File: config.mk
export PLATFORM = sky130hd
export DESIGN_NAME = sliding_window_median_filter
export DESIGN_NICKNAME = d
export VERILOG_FILES = /design/src/sv/swm_pkg.sv /design/src/sv/swm_cell.sv /design/src/sv/sliding_window_median_filter.sv
export SDC_FILE = /design/constraint.sdc
export NUM_CORES = 2
export LEC_CHECK = 0
export BUFFER_PORTS_ARGS = -buffer_cell sky130_fd_sc_hd__buf_2
export CAP_MARGIN = 0
export CORE_MARGIN = 5
export CORE_UTILIZATION = 62
export CTS_CLUSTER_DIAMETER = 50
export CTS_CLUSTER_SIZE = 30
export DETAILED_ROUTE_END_ITERATION = 10
export GPL_ROUTABILITY_DRIVEN = 1
export HOLD_SLACK_MARGIN = 0.02
export MAX_ROUTING_LAYER = met4
export PLACE_DENSITY = 0.79
export SLEW_MARGIN = 10
export SYNTH_ARGS = -nofsm -noshare
export SYNTH_HDL_FRONTEND = slang
export SYNTH_SLANG_ARGS = --single-unit
File: constraint.sdc
create_clock -name clk -period 4.1 [get_ports clk]
set_clock_uncertainty 0.1 [all_clocks]
set_input_delay 0 -clock clk [delete_from_list [all_inputs] [get_ports clk]]
set_output_delay 0 -clock clk [all_outputs]
set_load 0.005 [all_outputs]
File: src/sv/swm_pkg.sv
package swm_pkg;

    // Window length and sample format
    localparam int WINDOW   = 21;
    localparam int SAMPLE_W = 16;

    // Age counter wide enough to name every slot of the window
    localparam int AGE_W = (WINDOW > 1) ? $clog2(WINDOW) : 1;

    // Middle slots of the sorted chain; equal for an odd window
    localparam int MID_LO = (WINDOW - 1) / 2;
    localparam int MID_HI = WINDOW / 2;

    typedef logic signed [SAMPLE_W-1:0] sample_t;
    typedef logic [AGE_W-1:0]           age_t;

    localparam age_t AGE_OLDEST = age_t'(WINDOW - 1);

    // What one cell shows its neighbors
    typedef struct packed {
        sample_t value;
        age_t    age;
        logic    move_left;
        logic    move_right;
    } cell_port_t;

    // Tie-off at both ends of the chain: nothing moves in from outside
    localparam cell_port_t CELL_EDGE = '0;

endpackage

File: src/sv/swm_cell.sv
module swm_cell
    import swm_pkg::*;
(
    input  logic       clk,
    input  logic       rst_n,
    input  logic       load,
    input  sample_t    sample,
    input  age_t       init_age,
    input  logic       old_before,
    output logic       old_through,
    input  cell_port_t left,
    input  cell_port_t right,
    output cell_port_t own
);

    sample_t value_reg;
    sample_t value_next;
    age_t    age_reg;
    age_t    age_next;
    logic    old;
    logic    gt;

    // Classify this entry against the oldest one and the new sample
    assign old = (age_reg == AGE_OLDEST);
    assign gt  = (value_reg > sample);

    assign old_through    = old_before | old;
    assign own.value      = value_reg;
    assign own.age        = age_reg;
    assign own.move_left  = old_before & ~gt & ~old;
    assign own.move_right = gt & ~old_before & ~old;

    // Pick the entry that lands here: right neighbor, self, left neighbor or sample
    always_comb
    begin
        if (right.move_left)
        begin
            value_next = right.value;
            age_next   = right.age + age_t'(1);
        end
        else if (!old && (old_before == gt))
        begin
            value_next = value_reg;
            age_next   = age_reg + age_t'(1);
        end
        else if (left.move_right)
        begin
            value_next = left.value;
            age_next   = left.age + age_t'(1);
        end
        else
        begin
            value_next = sample;
            age_next   = '0;
        end
    end

    // Advance on each input transfer
    always_ff @(posedge clk or negedge rst_n)
    begin
        if (!rst_n)
        begin
            value_reg <= '0;
            age_reg   <= init_age;
        end
        else if (load)
        begin
            value_reg <= value_next;
            age_reg   <= age_next;
        end
    end

endmodule

File: src/sv/sliding_window_median_filter.sv
// Running median over the last WINDOW signed 16-bit samples.
//
// Input channel: sample_in with sample_valid / sample_stall. A sample is
// taken on a clock edge with sample_valid high and sample_stall low.
// Output channel: median_out with median_valid / median_stall, one result
// per input transfer, in order.
//
// The window is kept sorted in a chain of WINDOW cells, each holding one
// sample and its age. On each transfer the oldest sample leaves its cell
// and the new one is inserted, every cell moving at most one place.
// The accepted sample is written into the cell chain, and the median of the
// updated chain is then loaded into the output register on median_out.
// Throughput: one sample per cycle while the output is not full and stalled.
//
// Reset clears the window to zeros, so the first WINDOW-1 medians include
// those zeros. When the receiver stalls, the result is held in the output
// register, one more sample can wait in the stage ahead of it, and then
// sample_stall rises until the output is taken.
module sliding_window_median_filter
    import swm_pkg::*;
(
    input  logic    clk,
    input  logic    rst_n,
    input  logic    sample_valid,
    output logic    sample_stall,
    input  sample_t sample_in,
    output logic    median_valid,
    input  logic    median_stall,
    output sample_t median_out
);

    cell_port_t            ports [WINDOW];
    logic [WINDOW:0]       old_chain;
    logic                  accept;
    logic                  adv;
    logic                  upd_reg;
    logic                  upd_next;
    logic                  median_valid_reg;
    logic                  median_valid_next;
    sample_t               median_reg;
    logic signed [SAMPLE_W:0] mid_sum;

    assign old_chain[0] = 1'b0;

    // Sorted chain of cells
    for (genvar i = 0; i < WINDOW; i++)
    begin : g_cell
        cell_port_t left_port;
        cell_port_t right_port;

        if (i == 0)
        begin : g_first
            assign left_port = CELL_EDGE;
        end
        else
        begin : g_left
            assign left_port = ports[i-1];
        end

        if (i == WINDOW - 1)
        begin : g_last
            assign right_port = CELL_EDGE;
        end
        else
        begin : g_right
            assign right_port = ports[i+1];
        end

        swm_cell u_cell (
            .clk         (clk),
            .rst_n       (rst_n),
            .load        (accept),
            .sample      (sample_in),
            .init_age    (age_t'(i)),
            .old_before  (old_chain[i]),
            .old_through (old_chain[i+1]),
            .left        (left_port),
            .right       (right_port),
            .own         (ports[i])
        );
    end

    // Handshake: the update stage holds while the output register is full and stalled
    assign adv          = ~median_valid_reg | ~median_stall;
    assign sample_stall = upd_reg & ~adv;
    assign accept       = sample_valid & ~sample_stall;
    assign upd_next     = accept | (upd_reg & ~adv);

    assign median_valid_next = adv ? upd_reg : median_valid_reg;

    // Median of the two middle cells, floor of their mean
    assign mid_sum = {ports[MID_LO].value[SAMPLE_W-1], ports[MID_LO].value}
                   + {ports[MID_HI].value[SAMPLE_W-1], ports[MID_HI].value};

    always_ff @(posedge clk or negedge rst_n)
    begin
        if (!rst_n)
        begin
            upd_reg          <= 1'b0;
            median_valid_reg <= 1'b0;
        end
        else
        begin
            upd_reg          <= upd_next;
            median_valid_reg <= median_valid_next;
        end
    end

    // Load the result when the update stage moves forward
    always_ff @(posedge clk)
    begin
        if (adv && upd_reg)
        begin
            median_reg <= mid_sum[SAMPLE_W:1];
        end
    end

    assign median_valid = median_valid_reg;
    assign median_out   = median_reg;

`ifndef SYNTHESIS
    a_one_oldest: assert property (@(posedge clk) disable iff (!rst_n)
        old_chain[WINDOW])
        else $error("no cell holds the oldest sample");

    a_accept_marks_update: assert property (@(posedge clk) disable iff (!rst_n)
        accept |=> upd_reg)
        else $error("accepted sample lost before the output stage");

    a_blocked_update_holds: assert property (@(posedge clk) disable iff (!rst_n)
        (upd_reg && !adv) |=> (upd_reg && median_valid))
        else $error("pending update dropped while output stalled");

    a_update_reaches_output: assert property (@(posedge clk) disable iff (!rst_n)
        (upd_reg && adv) |=> median_valid)
        else $error("advancing update did not produce a result");
`endif

endmodule
==> impl_summary.txt <==
----------------------------------------------------
[Clocking]
  Clock Root Buffer ... clkbuf_16
  Clock tree from TritonCTS ... built
  Number of sinks driven by the clock tree ... between 400 and 500
  Post-CTS repair timing setup buffer count ... 0
  Cts bufs inserted ... 66
  Reg clk slew, reported paths ... 0.05 ns
  Clock latency on the worst-skew pair ... 0.63 ns
  Number of buffers between clock root and the deepest sink ... 3
  Htree depth ... 3

[GRT]
  Initial antenna violation count ... 1
  Wire length of the first global-routing pass ... 177000 um
  Global-route total usage across every layer ... 36.7%
  Vias in the first global route ... 33603
  Largest net degree at the start of global routing ... 97
  Total grt overflow ... 0

[STA]
  Unrepaired setup endpoints after global routing ... false
  Sum of negative setup slack ... 0 ns
  Post-layout minimum cycle time ... 3.90 ns
  Setup Viol. Count Final ... 0
  Final worst-path cycle share ... a little over nine tenths
  Endpoints failing hold ... 0
  Worst max-slew margin expressed relative to the limit ... 26.8%
  Slew Viols, Final ... 0
  Max Fclk ... roughly 260 MHz
  Transition time at the pin with the least slew margin ... 1.09 ns

[Synthesis]
  Syn Std Cell Area ... 0.0352 mm2
  Fraction of registers with async set/reset ... 96.5%
  Count of mapped cells out of synthesis ... 4535
  EDFF count, synth ... 16
  Synth unique cells ... between 70 and 80
  Number of storage elements in the synthesis netlist ... roughly 460
  Average size of a mapped cell ... a little under 8 um2
  Part of the Yosys area used for sequential elements ... 33.0%
  Leading register cell type out of synthesis ... dfrtp_1
  Post-Syn Nets ... between 4000 and 5000
  Yosys warning count ... 0

[Routing]
  First-pass iteration count of the detailed router ... 8
  DRC marker count from the first detailed-route iteration ... 3923
  Vias ... between 30000 and 40000
  Post-DR wirelength/cell ... 21.0 um
  Via-per-instance ratio ... 6.55
  Final routed wirelength across all metal layers ... 112000 um
  Number of nets with antenna violations after routing ... 0
  DRC violation count after routing ... 0

[Floorplanning]
  Floorplan die width ... 248 um
  Boundary Pins ... 38
  Initial core utilization ... 62.5%
  Die area ... 0.0617 mm2
  Placeable core region ... 0.0564 mm2
  Die Span Y ... 248 um
  Placement row count ... 87

[Job]
  Maximum capacitance violations ... 0

[Power]
  Internal power ... 17700 uW
  Total power after layout ... approximately 35000 uW
  Relative contribution of the clock network to total power ... 17.1%
  Sequential cell fraction of total power ... 26.9%
  Power density of the placed cells ... about 880 mW/mm2
  Static Leakage ... ~0.018 uW
  Switching fraction of total power ... 48.8%
  Logic gate share of total power ... between 50% and 60%
  IR drop worst, VDD ... about 0.70 mV
  Net switching power ... about 17000 uW

[Cells and area]
  Count of filler cells inserted in the layout ... 4668
  Number of standard cells in the layout, taps in and fillers out ... 5327
  Combined area of the multi-input logic cells ... 0.0221 mm2
  Max FFs per register ... between 300 and 400
  Layout Area Growth over Synthesis ... 11.0%
  Most common cell after layout, fill and taps aside ... nand2_1
  Layout cell share with drive strength beyond 1 ... 8.36%
  Post-route standard cell area excluding fillers ... 0.0391 mm2
  Most frequent cells in the layout ... nand2_1, a21oi_1, o21ai_0, ha_1, dfrtp_1
  Register cell area after layout ... 0.0116 mm2
  Net total in the final layout ... between 4000 and 5000

[Worst setup path]
  Maximum cell stage delay along the critical path ... approximately 0.58 ns
  CP cell instances ... inv_1 > ha_1 > nand4b_2 > and3_4 > and2_4 > inv_2 > nor4b_4 > buf_4 > and3_4 > and2_4 > inv_2 > nor3b_4 > inv_1 > ha_1 > nand2_1 > nand3_1 > o221ai_1 > o211ai_1 > o21ai_0
  Worst endpoint data arrival time ... 4.32 ns
  Worst Setup Path Type ... flop to flop
  Sort of element at the start of the critical path ... flop
  Worst path slowest cell ... dfstp_2
  Data required time of the critical path ... 4.52 ns
  Biggest fanout along the worst timing path ... 7
  Setup crit end kind ... flop

[Placed design]
  Number of cells after detailed placement ... a little over 5000
  Placed cell area ... 0.0366 mm2
  Sum of net half-perimeters after detailed placement ... around 79000 um
  Final weighted congestion of routability-driven global placement ... 1.04
  Buffers on Ports ... 37

[Outcome]
  Status ... completed

[Hold path]
  Min-delay worst type ... primary input to flop

----------------------------------------------------
-- routing by layer --
metal  global-route usage, %  wire length [um]  part of all wire, %  vias to the layer above
li1                        -                 -                    -                    16320
met1                    46.8             45300                   40                    16342
met2                    56.7             50400                   45                     1752
met3                    8.55             10800                  9.7                      454
met4                    15.4              5420                  4.8                        0
met5                       -                 0                    0                        -
-- power groups by stage --
stage               clock network (uW)  registers [uW]  logic (uW)
floorplan                            0            8200       14300
CTS                               5970            9180       18900
finish                            5930            9290       19400
global placement                     0            9220       18000
detailed placement                   0            9230       18700
global route                      6190            9470       21800
-- metrics by stage --
stage                     hold WS (ns)  setup WS, ns  utilization (%)
after floorplan                 -0.396         0.362                -
after global placement         -0.0131         0.281             64.9
after detailed placement       -0.0115         0.213             64.9
after CTS                       0.0586         0.224             69.3
after global routing            0.0871        0.0109             69.3
final                           0.0702         0.198             69.3
-- cell type report --
type	instances	share of cell area, %
Antenna cell	4	0.0256
Sequential cell	459	29.7
Inverter	116	1.11
Timing Repair Buffer	208	4.44
Multi-Input combinational cell	3664	56.5
Tap cell	756	2.42
Clock buffer	85	4.65
Clock inverter	35	1.15
-- critical path, delay by kind of cell, from the launching register on --
kind | cells | cell delay (ns)
flip-flops | 1 | 0.58
adder cells (fa/ha/maj) | 2 | 0.50
AO/OA/AOI/OAI | 3 | 0.44
buffers and inverters | 5 | 0.50
AND/OR/NAND/NOR | 9 | 1.70
-- cell usage after synthesis, types with 5 or more instances --
cell / count / area, um2
dfrtp_1: 401 / 10000
o21ai_0: 487 / 2440
nor2_1: 166 / 623
o221ai_1: 6 / 52.6
edfxtp_1: 16 / 480
nor4b_1: 6 / 52.6
and2_1: 41 / 257
and3_1: 11 / 68.8
ha_1: 417 / 5220
xnor2_1: 22 / 193
clkbuf_1: 281 / 1050
o22ai_1: 69 / 432
o311ai_0: 12 / 105
inv_1: 114 / 428
buf_1: 11 / 41.3
dfstp_2: 42 / 1100
a21oi_1: 749 / 3750
o21a_1: 40 / 300
nor4_1: 6 / 37.5
a21o_1: 52 / 390
mux2i_1: 35 / 350
nand2b_1: 11 / 68.8
or2_2: 5 / 31.3
xor2_1: 41 / 359
a22oi_1: 11 / 82.6
nand2_1: 790 / 2970
nand3_1: 379 / 1900
mux2_2: 17 / 191
nand4b_1: 19 / 166
nor3_1: 13 / 65.1
o2bb2ai_1: 5 / 43.8
o211ai_1: 29 / 218
a31oi_1: 21 / 131
or3_1: 5 / 31.3
a221oi_1: 7 / 61.3
a2111o_1: 5 / 56.3
a2111oi_0: 5 / 43.8
a211oi_1: 6 / 45.0
nor2b_1: 30 / 188
nand4_1: 68 / 425
o31ai_1: 15 / 113
o31a_1: 9 / 78.8
-- worst paths after layout --
kind / from / end / slack, ns / depth (start not counted)
min in group asynchronous: rst_n / g_cell[1].u_cell.age_reg[0]$_DFFE_PN1P_ / 0.50 / 3
max in group asynchronous: rst_n / g_cell[17].u_cell.age_reg[2]$_DFFE_PN0P_ / 2.80 / 4
hold / removal: median_stall / median_valid$_DFFE_PN0N_ / 0.07 / 3
setup / recovery: g_cell[1].u_cell.age_reg[0]$_DFFE_PN1P_ / g_cell[19].u_cell.age_reg[0]$_DFFE_PN1P_ / 0.20 / 19
hold reg to reg: g_cell[12].u_cell.age_reg[3]$_DFFE_PN1P_ / g_cell[12].u_cell.age_reg[3]$_DFFE_PN1P_ / 0.40 / 2
setup reg to reg: g_cell[1].u_cell.age_reg[0]$_DFFE_PN1P_ / g_cell[19].u_cell.age_reg[0]$_DFFE_PN1P_ / 0.20 / 19
-- cell families after synthesis --
family / count (synthesis) / synth area share [%]
adder cells (fa/ha/maj): 417 / 14.8
AO/OA/AOI/OAI: 1564 / 24.6
flip-flops: 459 / 33.0
buffers and inverters: 412 / 4.41
multiplexers: 52 / 1.54
XOR/XNOR: 63 / 1.57
AND/OR/NAND/NOR: 1568 / 20.1
-- what timing repair did --
item,in CTS,in global routing
setup endpoints to repair,0,23
hold buffers,21,0
endpoints found under the hold margin,468,0
resized for setup,0,4
(Power assumes the default switching activity.)
